$ cat config.mk
export PLATFORM = sky130hd
export DESIGN_NAME = imu_complementary_attitude_filter
export DESIGN_NICKNAME = d
export VERILOG_FILES = /design/src/design/imucaf_pkg.sv /design/src/design/imucaf_front.sv /design/src/design/imucaf_back.sv /design/src/design/imucaf_top_out.sv /design/src/design/imu_complementary_attitude_filter.sv
export SDC_FILE = /design/constraint.sdc
export NUM_CORES = 2
export LEC_CHECK = 0
export BUFFER_PORTS_ARGS = -buffer_cell sky130_fd_sc_hd__buf_4
export CAP_MARGIN = 20
export CORE_MARGIN = 2
export CORE_UTILIZATION = 40
export CTS_CLUSTER_DIAMETER = 100
export DETAILED_ROUTE_END_ITERATION = 16
export RECOVER_POWER = 50
export SETUP_SLACK_MARGIN = 0.5
export SYNTH_ARGS = -nofsm -noshare
export SYNTH_HDL_FRONTEND = slang
export SYNTH_SLANG_ARGS = --single-unit
$ cat constraint.sdc
create_clock -name clk -period 11.8 [get_ports clk]
set_input_delay 2.36 -clock clk [delete_from_list [all_inputs] [get_ports clk]]
set_output_delay 2.36 -clock clk [all_outputs]
set_load 0.01 [all_outputs]
$ cat src/design/imucaf_pkg.sv
// Package for the IMU complementary attitude filter.
// Types, fixed widths, blend constants, saturation and the CORDIC arctangent table.
// Used by every module of the block; depends on nothing.
`timescale 1ns / 1ps

package imucaf_pkg;

	localparam int ACC_W   = 56;
	localparam int MUL_A_W = 34;
	localparam int MUL_B_W = 18;
	localparam int MUL_P_W = MUL_A_W + MUL_B_W;
	localparam int XY_W    = 28;
	localparam int Z_W     = 26;
	localparam int DEG_W   = 10;

	localparam logic [MUL_B_W-1:0] BLEND_KEEP  = 18'd65208;
	localparam logic [MUL_B_W-1:0] BLEND_ACC   = 18'd328;
	localparam logic [MUL_B_W-1:0] SMOOTH_KEEP = 18'd58982;
	localparam logic [MUL_B_W-1:0] SMOOTH_NEW  = 18'd6554;

	typedef struct packed {
		logic [15:0] gyro_x;
		logic [15:0] gyro_y;
		logic [15:0] gyro_z;
		logic [15:0] accel_x;
		logic [15:0] accel_y;
		logic [15:0] accel_z;
	} sample_t;

	typedef struct packed {
		logic [15:0] pitch_out;
		logic [15:0] roll_out;
		logic [21:0] yaw_out;
	} result_t;

	function automatic logic signed [31:0] sat32(input logic signed [ACC_W-1:0] v);
		logic signed [ACC_W-1:0] hi;
		logic signed [ACC_W-1:0] lo;
		hi = ACC_W'(64'sd2147483647);
		lo = -hi - ACC_W'(64'sd1);
		if (v > hi) begin
			return 32'sh7fffffff;
		end else if (v < lo) begin
			return 32'sh80000000;
		end
		return v[31:0];
	endfunction

	function automatic logic [22:0] atan_q16(input logic [4:0] i);
		case (i)
			5'd0: return 23'd2949120;
			5'd1: return 23'd1740967;
			5'd2: return 23'd919879;
			5'd3: return 23'd466945;
			5'd4: return 23'd234379;
			5'd5: return 23'd117304;
			5'd6: return 23'd58666;
			5'd7: return 23'd29335;
			5'd8: return 23'd14668;
			5'd9: return 23'd7334;
			5'd10: return 23'd3667;
			5'd11: return 23'd1833;
			5'd12: return 23'd917;
			5'd13: return 23'd458;
			5'd14: return 23'd229;
			5'd15: return 23'd115;
			5'd16: return 23'd57;
			5'd17: return 23'd29;
			5'd18: return 23'd14;
			5'd19: return 23'd7;
			5'd20: return 23'd4;
			5'd21: return 23'd2;
			5'd22: return 23'd1;
			default: return 23'd0;
		endcase
	endfunction

endpackage

$ cat src/design/imucaf_front.sv
// Front end: two-beat sample queue between the input port and the back end.
// Depends on imucaf_pkg for the sample type.
`timescale 1ns / 1ps

module imucaf_front (
	input  logic               clk,
	input  logic               arst_n,
	input  logic               push,
	output logic               full,
	input  imucaf_pkg::sample_t din,
	output logic               avail,
	output imucaf_pkg::sample_t dout,
	input  logic               take
);

	imucaf_pkg::sample_t mem_q [2];
	logic       wp_q;
	logic       rp_q;
	logic [1:0] cnt_q;
	logic       do_push;
	logic       do_take;

	assign full    = (cnt_q == 2'd2);
	assign avail   = (cnt_q != 2'd0);
	assign dout    = mem_q[rp_q];
	assign do_push = push && !full;
	assign do_take = take && avail;

	always_ff @(posedge clk) begin
		if (do_push) begin
			mem_q[wp_q] <= din;
		end
	end

	always_ff @(posedge clk or negedge arst_n) begin
		if (!arst_n) begin
			wp_q  <= 1'b0;
			rp_q  <= 1'b0;
			cnt_q <= 2'd0;
		end else begin
			if (do_push) begin
				wp_q <= !wp_q;
			end
			if (do_take) begin
				rp_q <= !rp_q;
			end
			cnt_q <= cnt_q + 2'(do_push) - 2'(do_take);
		end
	end

endmodule

$ cat src/design/imucaf_back.sv
// Back end: sequencer with one shared multiplier, bit-serial square root and CORDIC.
// Holds the attitude state; depends on imucaf_pkg.
`timescale 1ns / 1ps

module imucaf_back #(
	parameter int ANGLE_FRAC_BITS = 16,
	parameter int CORDIC_STEPS    = 16
) (
	input  logic                clk,
	input  logic                arst_n,
	input  logic [15:0]         time_step,
	input  logic                in_avail,
	input  imucaf_pkg::sample_t in_data,
	output logic                in_take,
	output logic                res_valid,
	output imucaf_pkg::result_t res_data,
	input  logic                res_take
);

	localparam int ACC_W = imucaf_pkg::ACC_W;
	localparam int AW    = imucaf_pkg::MUL_A_W;
	localparam int BW    = imucaf_pkg::MUL_B_W;
	localparam int PW    = imucaf_pkg::MUL_P_W;
	localparam int XW    = imucaf_pkg::XY_W;
	localparam int ZW    = imucaf_pkg::Z_W;
	localparam int DW    = imucaf_pkg::DEG_W;
	localparam int SH_R  = (ANGLE_FRAC_BITS <= 22) ? 22 - ANGLE_FRAC_BITS : 0;
	localparam int SH_L  = (ANGLE_FRAC_BITS > 22) ? ANGLE_FRAC_BITS - 22 : 0;
	localparam int SH_O  = ANGLE_FRAC_BITS - 6;
	localparam int NSTEP = (CORDIC_STEPS < 24) ? CORDIC_STEPS : 24;

	typedef enum logic [11:0] {
		ST_IDLE  = 12'b000000000001,
		ST_GMUL  = 12'b000000000010,
		ST_GACC  = 12'b000000000100,
		ST_SQA   = 12'b000000001000,
		ST_SQB   = 12'b000000010000,
		ST_SQC   = 12'b000000100000,
		ST_SQRT  = 12'b000001000000,
		ST_CINIT = 12'b000010000000,
		ST_CRUN  = 12'b000100000000,
		ST_CDONE = 12'b001000000000,
		ST_MA    = 12'b010000000000,
		ST_MB    = 12'b100000000000
	} state_t;

	state_t state_q;
	logic   mc_q;
	logic   out_q;

	imucaf_pkg::sample_t smp_q;
	logic signed [31:0] gpa_q, gra_q, yaw_q, ps_q, rs_q;
	logic               started_q;
	logic [1:0]         k_q;
	logic [4:0]         cnt_q;
	logic               pass_q;
	logic signed [PW-1:0]   mul_q;
	logic signed [ACC_W-1:0] acc_q;
	logic [30:0]        sq_q;
	logic [47:0]        rad_q;
	logic [23:0]        root_q;
	logic [25:0]        rem_q;
	logic signed [XW-1:0] x_q, y_q;
	logic signed [ZW-1:0] z_q;
	logic signed [DW-1:0] apd_q, ard_q;

	logic signed [AW-1:0] mul_a;
	logic signed [BW-1:0] mul_b;
	logic signed [ACC_W-1:0] inc;
	logic signed [31:0] gsel;
	logic signed [15:0] rsel;
	logic [27:0] trial_hi, trial_sub;
	logic signed [XW-1:0] cx, cy, dx, dy;
	logic signed [ZW-1:0] cz, zsh;
	logic signed [DW-1:0] deg;
	logic signed [DW-1:0] kdeg;
	logic signed [ACC_W-1:0] mres;
	logic signed [31:0] po, ro, yo;

	always_comb begin
		case (k_q)
			2'd0: rsel = $signed(smp_q.gyro_y);
			2'd1: rsel = $signed(smp_q.gyro_x);
			default: rsel = $signed(smp_q.gyro_z);
		endcase
		case (k_q)
			2'd0: gsel = gpa_q;
			2'd1: gsel = gra_q;
			default: gsel = yaw_q;
		endcase
		kdeg = (k_q == 2'd0) ? apd_q : ard_q;
		mul_a = '0;
		mul_b = '0;
		case (state_q)
			ST_GMUL: begin
				mul_a = AW'(rsel);
				mul_b = $signed({2'b00, time_step});
			end
			ST_SQA: begin
				mul_a = AW'($signed(smp_q.accel_y));
				mul_b = BW'($signed(smp_q.accel_y));
			end
			ST_SQB: begin
				mul_a = AW'($signed(smp_q.accel_z));
				mul_b = BW'($signed(smp_q.accel_z));
			end
			ST_MA: begin
				case (k_q)
					2'd0: begin
						mul_a = AW'(gpa_q);
						mul_b = $signed(imucaf_pkg::BLEND_KEEP);
					end
					2'd1: begin
						mul_a = AW'(gra_q);
						mul_b = $signed(imucaf_pkg::BLEND_KEEP);
					end
					2'd2: begin
						mul_a = AW'(ps_q);
						mul_b = $signed(imucaf_pkg::SMOOTH_KEEP);
					end
					default: begin
						mul_a = AW'(rs_q);
						mul_b = $signed(imucaf_pkg::SMOOTH_KEEP);
					end
				endcase
			end
			ST_MB: begin
				case (k_q)
					2'd0, 2'd1: begin
						mul_a = AW'(kdeg) <<< ANGLE_FRAC_BITS;
						mul_b = $signed(imucaf_pkg::BLEND_ACC);
					end
					2'd2: begin
						mul_a = AW'(gpa_q);
						mul_b = $signed(imucaf_pkg::SMOOTH_NEW);
					end
					default: begin
						mul_a = AW'(gra_q);
						mul_b = $signed(imucaf_pkg::SMOOTH_NEW);
					end
				endcase
			end
			default: begin
				mul_a = '0;
				mul_b = '0;
			end
		endcase
	end

	assign inc = (ACC_W'(mul_q) >>> SH_R) <<< SH_L;
	assign mres = (acc_q + ACC_W'(mul_q) + ACC_W'(32768)) >>> 16;

	assign trial_hi  = {rem_q, rad_q[47:46]};
	assign trial_sub = {2'b00, root_q, 2'b01};

	assign dx  = y_q >>> cnt_q;
	assign dy  = x_q >>> cnt_q;
	assign zsh = z_q >>> 16;
	assign deg = zsh[DW-1:0] + DW'((z_q[ZW-1] && (z_q[15:0] != 16'd0)) ? 1 : 0);

	always_comb begin
		if (pass_q == 1'b0) begin
			cy = XW'($signed({smp_q.accel_x, 8'h00}));
			cx = XW'($signed({1'b0, root_q}));
		end else begin
			cy = XW'($signed(smp_q.accel_y));
			cx = XW'($signed(smp_q.accel_z));
		end
		cz = '0;
	end

	assign in_take   = (state_q == ST_IDLE) && !mc_q && !out_q && in_avail;
	assign res_valid = out_q;

	assign po = ps_q >>> SH_O;
	assign ro = rs_q >>> SH_O;
	assign yo = yaw_q >>> SH_O;

	always_comb begin
		if (po > 32'sd32767) begin
			res_data.pitch_out = 16'h7fff;
		end else if (po < -32'sd32768) begin
			res_data.pitch_out = 16'h8000;
		end else begin
			res_data.pitch_out = po[15:0];
		end
		if (ro > 32'sd32767) begin
			res_data.roll_out = 16'h7fff;
		end else if (ro < -32'sd32768) begin
			res_data.roll_out = 16'h8000;
		end else begin
			res_data.roll_out = ro[15:0];
		end
		if (yo > 32'sd2097151) begin
			res_data.yaw_out = 22'h1fffff;
		end else if (yo < -32'sd2097152) begin
			res_data.yaw_out = 22'h200000;
		end else begin
			res_data.yaw_out = yo[21:0];
		end
	end

	always_ff @(posedge clk) begin
		mul_q <= PW'(mul_a * mul_b);
		if (in_take) begin
			smp_q <= in_data;
		end
		case (state_q)
			ST_SQB: sq_q <= mul_q[30:0];
			ST_SQC: begin
				rad_q  <= {32'(sq_q) + 32'(mul_q[30:0]), 16'h0000};
				root_q <= '0;
				rem_q  <= '0;
			end
			ST_SQRT: begin
				rad_q <= {rad_q[45:0], 2'b00};
				if (trial_hi >= trial_sub) begin
					rem_q  <= 26'(trial_hi - trial_sub);
					root_q <= {root_q[22:0], 1'b1};
				end else begin
					rem_q  <= trial_hi[25:0];
					root_q <= {root_q[22:0], 1'b0};
				end
			end
			ST_CINIT: begin
				x_q <= cx;
				y_q <= cy;
				z_q <= cz;
				if (cy == '0) begin
					z_q <= cx[XW-1] ? ZW'(180 * 65536) : '0;
				end else if (cx == '0) begin
					z_q <= cy[XW-1] ? -ZW'(90 * 65536) : ZW'(90 * 65536);
				end else if (cx[XW-1]) begin
					if (!cy[XW-1]) begin
						x_q <= cy;
						y_q <= -cx;
						z_q <= ZW'(90 * 65536);
					end else begin
						x_q <= -cy;
						y_q <= cx;
						z_q <= -ZW'(90 * 65536);
					end
				end
			end
			ST_CRUN: begin
				if (!y_q[XW-1]) begin
					x_q <= x_q + dx;
					y_q <= y_q - dy;
					z_q <= z_q + ZW'(imucaf_pkg::atan_q16(cnt_q));
				end else begin
					x_q <= x_q - dx;
					y_q <= y_q + dy;
					z_q <= z_q - ZW'(imucaf_pkg::atan_q16(cnt_q));
				end
			end
			ST_CDONE: begin
				if (pass_q == 1'b0) begin
					apd_q <= -deg;
				end else begin
					ard_q <= deg;
				end
			end
			ST_MB: acc_q <= ACC_W'(mul_q);
			default: begin
			end
		endcase
	end

	always_ff @(posedge clk or negedge arst_n) begin
		if (!arst_n) begin
			state_q   <= ST_IDLE;
			mc_q      <= 1'b0;
			out_q     <= 1'b0;
			gpa_q     <= '0;
			gra_q     <= '0;
			yaw_q     <= '0;
			ps_q      <= '0;
			rs_q      <= '0;
			started_q <= 1'b0;
			k_q       <= '0;
			cnt_q     <= '0;
			pass_q    <= 1'b0;
		end else if (out_q) begin
			if (res_take) begin
				out_q <= 1'b0;
			end
		end else if (mc_q) begin
			mc_q  <= 1'b0;
			k_q   <= k_q + 2'd1;
			case (k_q)
				2'd0: gpa_q <= imucaf_pkg::sat32(mres);
				2'd1: gra_q <= imucaf_pkg::sat32(mres);
				2'd2: ps_q  <= imucaf_pkg::sat32(mres);
				default: rs_q <= imucaf_pkg::sat32(mres);
			endcase
			if (k_q == 2'd3) begin
				started_q <= 1'b1;
				out_q     <= 1'b1;
				state_q   <= ST_IDLE;
			end else begin
				state_q <= ST_MA;
			end
		end else begin
			case (state_q)
				ST_IDLE: begin
					if (in_avail) begin
						k_q     <= '0;
						state_q <= ST_GMUL;
					end
				end
				ST_GMUL: state_q <= ST_GACC;
				ST_GACC: begin
					case (k_q)
						2'd0: gpa_q <= imucaf_pkg::sat32(ACC_W'(gsel) + inc);
						2'd1: gra_q <= imucaf_pkg::sat32(ACC_W'(gsel) + inc);
						default: yaw_q <= imucaf_pkg::sat32(ACC_W'(gsel) + inc);
					endcase
					if (k_q == 2'd2) begin
						state_q <= ST_SQA;
					end else begin
						k_q     <= k_q + 2'd1;
						state_q <= ST_GMUL;
					end
				end
				ST_SQA: state_q <= ST_SQB;
				ST_SQB: state_q <= ST_SQC;
				ST_SQC: begin
					cnt_q   <= '0;
					state_q <= ST_SQRT;
				end
				ST_SQRT: begin
					cnt_q <= cnt_q + 5'd1;
					if (cnt_q == 5'd23) begin
						pass_q  <= 1'b0;
						state_q <= ST_CINIT;
					end
				end
				ST_CINIT: begin
					cnt_q <= '0;
					if (cy == '0 || cx == '0) begin
						state_q <= ST_CDONE;
					end else begin
						state_q <= ST_CRUN;
					end
				end
				ST_CRUN: begin
					cnt_q <= cnt_q + 5'd1;
					if (cnt_q == 5'(NSTEP - 1)) begin
						state_q <= ST_CDONE;
					end
				end
				ST_CDONE: begin
					if (pass_q == 1'b0) begin
						pass_q  <= 1'b1;
						state_q <= ST_CINIT;
					end else begin
						k_q     <= '0;
						state_q <= ST_MA;
					end
				end
				ST_MA: begin
					if (k_q[1] == 1'b0 && !started_q) begin
						if (k_q == 2'd0) begin
							gpa_q <= imucaf_pkg::sat32(ACC_W'(kdeg) <<< ANGLE_FRAC_BITS);
						end else begin
							gra_q <= imucaf_pkg::sat32(ACC_W'(kdeg) <<< ANGLE_FRAC_BITS);
						end
						k_q <= k_q + 2'd1;
					end else begin
						state_q <= ST_MB;
					end
				end
				ST_MB: begin
					mc_q    <= 1'b1;
					state_q <= ST_IDLE;
				end
				default: state_q <= ST_IDLE;
			endcase
		end
	end

endmodule

$ cat src/design/imucaf_top_out.sv
// Result holding register: one beat of output storage in front of the pop side.
// Depends on imucaf_pkg for the result type.
`timescale 1ns / 1ps

module imucaf_top_out (
	input  logic                clk,
	input  logic                arst_n,
	input  logic                res_valid,
	input  imucaf_pkg::result_t res_data,
	output logic                res_take,
	output logic                empty,
	input  logic                pop,
	output imucaf_pkg::result_t dout
);

	logic vld_q;
	imucaf_pkg::result_t data_q;

	assign res_take = res_valid && (!vld_q || pop);
	assign empty    = !vld_q;
	assign dout     = data_q;

	always_ff @(posedge clk) begin
		if (res_take) begin
			data_q <= res_data;
		end
	end

	always_ff @(posedge clk or negedge arst_n) begin
		if (!arst_n) begin
			vld_q <= 1'b0;
		end else if (res_take) begin
			vld_q <= 1'b1;
		end else if (pop) begin
			vld_q <= 1'b0;
		end
	end

endmodule

$ cat src/design/imu_complementary_attitude_filter.sv
// Top level of the IMU complementary attitude filter.
// Instantiates imucaf_front, imucaf_back and imucaf_top_out; uses imucaf_pkg.
//
// Push one IMU sample (three gyro rates, three accel axes) per beat; pop one attitude
// result (pitch, roll, yaw in 1/64 degree) per sample, in order. Samples are worked one
// at a time by a sequencer with a single shared multiplier, through a bit-serial square
// root and two CORDIC passes. Up to two samples queue ahead and two results wait
// behind. Write time_step only while no sample is in flight.
`timescale 1ns / 1ps

module imu_complementary_attitude_filter #(
	parameter int ANGLE_FRAC_BITS = 16,
	parameter int CORDIC_STEPS    = 16
) (
	input  logic        clk,
	input  logic        arst_n,
	input  logic        time_step_we,
	input  logic [15:0] time_step,
	input  logic        push,
	output logic        full,
	input  logic [15:0] gyro_x,
	input  logic [15:0] gyro_y,
	input  logic [15:0] gyro_z,
	input  logic [15:0] accel_x,
	input  logic [15:0] accel_y,
	input  logic [15:0] accel_z,
	output logic        empty,
	input  logic        pop,
	output logic [15:0] pitch_out,
	output logic [15:0] roll_out,
	output logic [21:0] yaw_out
);

	logic [15:0] ts_q;
	imucaf_pkg::sample_t din, qdata;
	imucaf_pkg::result_t rdata, odata;
	logic qavail, qtake, rvalid, rtake;

	always_ff @(posedge clk or negedge arst_n) begin
		if (!arst_n) begin
			ts_q <= 16'd262;
		end else if (time_step_we) begin
			ts_q <= time_step;
		end
	end

	assign din.gyro_x  = gyro_x;
	assign din.gyro_y  = gyro_y;
	assign din.gyro_z  = gyro_z;
	assign din.accel_x = accel_x;
	assign din.accel_y = accel_y;
	assign din.accel_z = accel_z;

	imucaf_front u_front (
		.clk    (clk),
		.arst_n (arst_n),
		.push   (push),
		.full   (full),
		.din    (din),
		.avail  (qavail),
		.dout   (qdata),
		.take   (qtake)
	);

	imucaf_back #(
		.ANGLE_FRAC_BITS (ANGLE_FRAC_BITS),
		.CORDIC_STEPS    (CORDIC_STEPS)
	) u_back (
		.clk       (clk),
		.arst_n    (arst_n),
		.time_step (ts_q),
		.in_avail  (qavail),
		.in_data   (qdata),
		.in_take   (qtake),
		.res_valid (rvalid),
		.res_data  (rdata),
		.res_take  (rtake)
	);

	imucaf_top_out u_out (
		.clk       (clk),
		.arst_n    (arst_n),
		.res_valid (rvalid),
		.res_data  (rdata),
		.res_take  (rtake),
		.empty     (empty),
		.pop       (pop),
		.dout      (odata)
	);

	assign pitch_out = odata.pitch_out;
	assign roll_out  = odata.roll_out;
	assign yaw_out   = odata.yaw_out;

endmodule

* Word level (Yosys, flattened, before mapping) *
Memory sizes are Yosys's and may differ from the RTL's. A register that Yosys moved wholly into a read port is not among the register bits.
Cells that the tools add are included.

word-level totals
  RAM bits = 192
  input bits = 117
  memories = 3
  register bits after elaboration = 593
  latch bits = 0
  bits in read-only memories = 1408
  output and inout port bits = 56

memories
  name              depth  bits a word  read ports  clocked after Yosys merged registers in  write ports  line                text
  (name not given)  32     22           1           0                                        0            imucaf_pkg.sv:50    case (i)
  (name not given)  32     22           1           0                                        0            imucaf_pkg.sv:50
  u_front.mem_q     2      96           1           1                                        1            imucaf_front.sv:16  imucaf_pkg::sample_t mem_q [2];

cells by class
  $add $sub $neg = 19
  multiply operators = 1
  div/mod/pow operators = 0
  bitwise logic cells = 6
  shifts and indexed selects = 2
  eq/ne operators = 32
  reduce and logical (&&, ||, !) cells = 45
  $lt $le $gt $ge = 13
  muxes and demuxes = 139

operator list
  cell                    number
  $mux 32                 25
  $mux 28                 12
  $pmux 32 s2             3
  $pmux 34 s5             1
  $mux 26                 6
  $pmux 12 s11            1
  $pmux 28 s2             2
  $pmux 26 s2             2
  $pmux 34 s3             1
  $pmux 48 s2             1
  $mux 23                 4
  $pmux 18 s5             1
  $pmux 34 s2             1
  $mux 12                 5
  $add 28x28->28          2
  $gt 56x32->1 const B    1
  $logic_not 28->1        2
  $lt 56x32->1 const B    1
  $neg 28->28             2
  $sshr 28x5->28          2
  $sub 28x28->28          2
  $add 53x17->54 const B  1
  $add 52x52->53          1
  $mux 1                  53
  70 further kinds        125

* Logic depth before layout (Yosys ltp) *
  depth in word-level cells = 15
  gate-level depth with buffers = 40
  depth with buffers taken out = 36

* Hierarchy *
From an unflattened synthesis, not the netlist that was laid out.

second synthesis, totals
  cells, all modules = 7466
  area, all modules = 72864.9 µm²

modules (own cells, without submodules)
  module                             times used  area an instance (µm²)  cells each
  imucaf_back                        1           63297.0                 7056
  imucaf_front                       1           7245.7                  317
  imucaf_top_out                     1           1669.1                  59
  imu_complementary_attitude_filter  1           653.1                   34

* Worst setup path before layout *
OpenSTA, ideal clock, no wires.

  path kind = register -> register
  start point = register u_back.state_q[11]
  end point = register u_back.cnt_q[3]
  period minus slack after synthesis = 11.217 ns
  arrival = 11.134 ns
  setup slack = 0.583 ns
  cell stages (with the launch flop) = 8
  cells stage by stage = dfrtp_1 > nor4_1 > nand2_1 > nor4_1 > o21ai_1 > nor3_1 > a21oi_1 > o21ai_0

between the ends
  cells in the longest elaborated chain, start to end = 4

ends and longest elaborated chain
  what                                 line                text
  from (decl)                          imucaf_back.sv:47   state_t state_q;
  from (signal assigned)               imucaf_back.sv:271  state_q <= ST_IDLE;
  from (signal assigned)               imucaf_back.sv:299  state_q <= ST_IDLE;
  from (signal assigned)               imucaf_back.sv:301  state_q <= ST_MA;
  $eq 12x6->1 (tied with other cells)  imucaf_back.sv:304  case (state_q)
  $reduce_or 2->1 (no line)            -
  $reduce_bool 2->1 (no line)          -
  $reduce_and 3->1 (no line)           -
  to (signal assigned)                 imucaf_back.sv:332  cnt_q <= cnt_q + 5'd1;
  to (signal assigned)                 imucaf_back.sv:347  cnt_q <= cnt_q + 5'd1;
  to (decl)                            imucaf_back.sv:55   logic [4:0] cnt_q;

Several ways; a longest one is shown, not always the timed one.
A chain may end at the register's enable or synchronous reset.

* Worst setup path in the final report *
  start point = register u_back.state_q[3]
  end point = register u_back.mul_q[50]

between the ends
  cells in the longest elaborated chain, start to end = 3

ends and longest elaborated chain
  what                                               line                text
  $eq 12x12->1 (tied with other cells)               imucaf_back.sv:94   case (state_q)
  $pmux 34 s5 / $pmux 18 s5 (equally long branches)  imucaf_back.sv:94
  $mul 34x18->52 (*)                                 imucaf_back.sv:204  mul_q <= PW'(mul_a * mul_b);
  to (signal assigned)                               imucaf_back.sv:204
  to (decl)                                          imucaf_back.sv:57   logic signed [PW-1:0] mul_q;

Mark *: on every way between the ends. The rest lies on a longest branch, timed or not.

==> results.py <==
metrics = {
    "run_status": {
        "outcome": "finished, violations left",
        "violations": "capacitance limit, slew limit",
    },
    "setup_path": {
        "crit_type": "reg -> reg",
        "cp-end-kind": "flop",
        "max_stage_delay_ps": 940,
        "crit_family": "compound AO/OA/AOI/OAI gates",
        "critPathSlowestCell": "and4b_1",
        "cp.required_ps": 12420,
        "cp.arrival_ps": 11510,
        "worstSetupStartpointType": "flop",
        "cp_max_fo": 29,
        "crit_buf_inv": 6,
    },
    "timing": {
        "period_needed_ps": 10880,
        "maxSlewHeadroom_pct": -266,
        "slew_violations": 684,
        "fin_skew_ps": 79.2,
        "fin_setup_tns_ps": 0,
        "worst_pin_slew_ps": 5490,
        "rsz0062_at_grt": "no",
        "fmax_mhz": 91.9,
        "setup_violations": 0,
        "holdWs_ps": 468,
        "fin_crit_sh_pct": 92.2,
        "finalHoldViolations": 0,
    },
    "routing": {
        "dr_total_vias": 56277,
        "routed_wirelength_um": 237000,
        "viasPerCell": 5.70,
        "wl_per_cell_um": 24.0,
        "drtIter0Drc": 5402,
        "ant_nets": 0,
        "first_pass_iters": 6,
        "drc": 0,
    },
    "synthesis": {
        "ys_dominant_reg_cell": "edfxtp_1",
        "yosysSeqAreaShare_pct": 33.8,
        "netlist_top_cells_count": "nand2_1 (855), inv_1 (809), nor2_1 (631)",
        "syn_avg_cell_area_um2": 9.79,
        "ys_seq_elements": 865,
        "synthCells": 7386,
        "yosysMostFrequentCell": "nand2_1",
        "synth.area.top_cells": "edfxtp_1 (25%), fa_1 (16%), ha_1 (7.4%)",
        "synth-edff-count": 609,
        "async_reset_ff_share_pct": 23.6,
        "yosys.area.top_type": "edfxtp_1",
        "synthDistinctLibCells": 104,
        "yosys_warnings": 0,
        "netlist_area_mm2": 0.0723,
        "synth_top_area_share_pct": 25.3,
    },
    "clock_tree": {
        "clockRootBuffer": "clkbuf_16",
        "clk_path_buf_depth": 3,
        "cts_tree": "yes",
        "cts.sinks": 865,
        "postCtsSetupBuffers": 0,
        "cts_resized": 0,
        "cts-hold-fix-buffers": 0,
        "insertion_delay_ps": 780,
        "cts_made_buffers": 101,
        "cts-htree-levels": 3,
        "clkTransAtPathRegs_ps": 60,
    },
    "placed_design": {
        "place_hpwl_um": 186000,
        "portBuffers": 172,
        "gp_congestion": 1.03,
    },
    "power": {
        "p_comb_share_pct": 40.3,
        "clock_power_share_pct": 24.8,
        "p_int_mw": 7.39,
        "p_per_area_mw_per_mm2": 160,
        "p_sw_mw": 5.28,
        "seqPwrFrac_pct": 34.9,
        "p_leak_nw": 33.6,
        "swShare_pct": 41.7,
        "ir_drop_v": 0.000163,
    },
    "job": {
        "maxCapViolCount": 15,
    },
    "die": {
        "dieArea_mm2": 0.184,
        "fp.dieH_um": 429,
        "rows": 156,
        "start_util_pct": 40.1,
        "ios": 173,
        "fp.dieW_um": 429,
        "core_area_mm2": 0.180,
    },
    "finish": {
        "drive_gt1_share_pct": 8.37,
        "fill_cells": 17293,
        "area_growth_pct": 9.50,
        "final_nets": 8530,
    },
    "global_routing": {
        "grt_overflow_total": 0,
        "grt_pass1_vias": 56646,
        "gr-usage-all-layers_pct": 25.7,
        "grt_antenna_before_repair": 14,
        "grt_pass1_wl_um": 360000,
        "grt_max_degree": 83,
    },
    "hold_path": {
        "hold_class": "reg -> reg",
    },
}
==> flip-flops by register name, indices dropped and copies added (netlist names), 2 cells and up <==
name            cells
u_back.x_q         28
u_back.sq_q        31
u_out.dout         54
u_back.gpa_q       32
u_back.root_q      24
u_back.mul_q       52
u_front.mem_q     192
u_back.z_q         26
u_back.apd_q       10
u_back.y_q         28
u_back.rad_q       32
u_back.ard_q       10
u_back.rem_q       26
u_back.yaw_q       32
u_back.gra_q       32
u_back.state_q     12
u_back.smp_q       96
u_front.cnt_q       2
u_back.k_q          2
u_back.rs_q        32
ts_q               16
u_back.ps_q        32
u_back.acc_q       52
u_back.cnt_q        5
==> final timing paths <==
| check | start | cells past startpoint | endpoint | slack (ps) |
|---|---|---|---|---|
| max | u_back.state_q[3] | 34 | u_back.mul_q[50] | 920 |
| min | u_back.started_q | 1 | u_back.started_q | 470 |
| max reg2reg | u_back.state_q[3] | 34 | u_back.mul_q[50] | 920 |
| min reg2reg | u_back.started_q | 1 | u_back.started_q | 470 |
| max in group asynchronous | arst_n | 2 | u_back.cnt_q[0] | 2860 |
| min in group asynchronous | arst_n | 1 | u_out.vld_q | 3600 |
==> power groups by stage <==
stage | logic, mW | clock network [mW] | registers (mW)
2_1_floorplan | 3.38 | 0 | 4.26
3_3_place_gp | 5.00 | 0 | 4.46
3_5_place_dp | 5.01 | 0 | 4.48
4_1_cts | 5.04 | 3.19 | 4.42
5_1_grt | 5.51 | 3.32 | 4.48
6_report | 5.10 | 3.14 | 4.43
==> metrics by stage <==
stage | util, % | std cells | setup WS [ps] | instance area (µm²) | total power, mW
global placement | 42.2 | 9675 | 1150 | 76100 | 9.47
detailed placement | 42.3 | 9678 | 866 | 76100 | 9.49
global route | 43.9 | 9871 | 423 | 79100 | 13.3
CTS | 44.1 | 9866 | 793 | 79500 | 12.7
finish | 43.9 | 9872 | 916 | 79100 | 12.7
floorplan | - | 7400 | 583 | 72300 | 7.65
==> placed cells by master, fill, tap and decap left out, types with 102 or more instances in the layout <==
cell type	n
clkbuf_16	102
xor2_1	122
inv_1	808
xnor2_1	217
buf_4	169
a21o_1	131
fa_1	567
clkbuf_1	114
nand2_1	853
mux2_2	121
nor2_1	628
dfrtp_1	196
ha_1	426
o21ai_0	340
a21oi_1	495
edfxtp_1	609
==> kinds of logic after synthesis <==
family | count (synthesis) | share of synthesized area, %
xor+xnor | 340 | 4.13
other cells | 2 | 0.0104
buf+inv | 1193 | 6.32
flops | 865 | 33.8
simple gates | 2032 | 12.4
mux | 296 | 5.57
fa+ha+maj | 997 | 23.1
compound gates | 1661 | 14.6
==> final cells by class <==
| class | count | area, µm² | share of cell area [%] |
|---|---|---|---|
| tap | 2370 | 2970 | 3.75 |
| multi-input combinational | 5342 | 43400 | 54.9 |
| antenna | 1 | 2.50 | 0.00316 |
| clock buffer | 133 | 2760 | 3.49 |
| timing repair buffer | 291 | 1870 | 2.37 |
| sequential | 865 | 24400 | 30.9 |
| inverter | 815 | 3060 | 3.87 |
| clock inverter | 55 | 584 | 0.738 |
==> per-layer routing <==
metal	routed length (µm)	share of wire (%)	GRT usage, %
met5	65	0.027	0
met4	11900	5.0	11.2
met3	15900	6.7	4.38
met2	111000	47	42.2
met1	97700	41	33.4
==> worst reg2reg max path: cells and delay by family (launching register included) <==
| family | cells | cell delay [ps] |
|---|---|---|
| adder cells (fa/ha/maj) | 7 | 3460 |
| flip-flops | 1 | 440 |
| XOR/XNOR | 1 | 150 |
| AND/OR/NAND/NOR | 7 | 1810 |
| buffers and inverters | 6 | 390 |
| AO/OA/AOI/OAI | 13 | 4500 |
No activity file was read; power rests on OpenSTA's default activity.
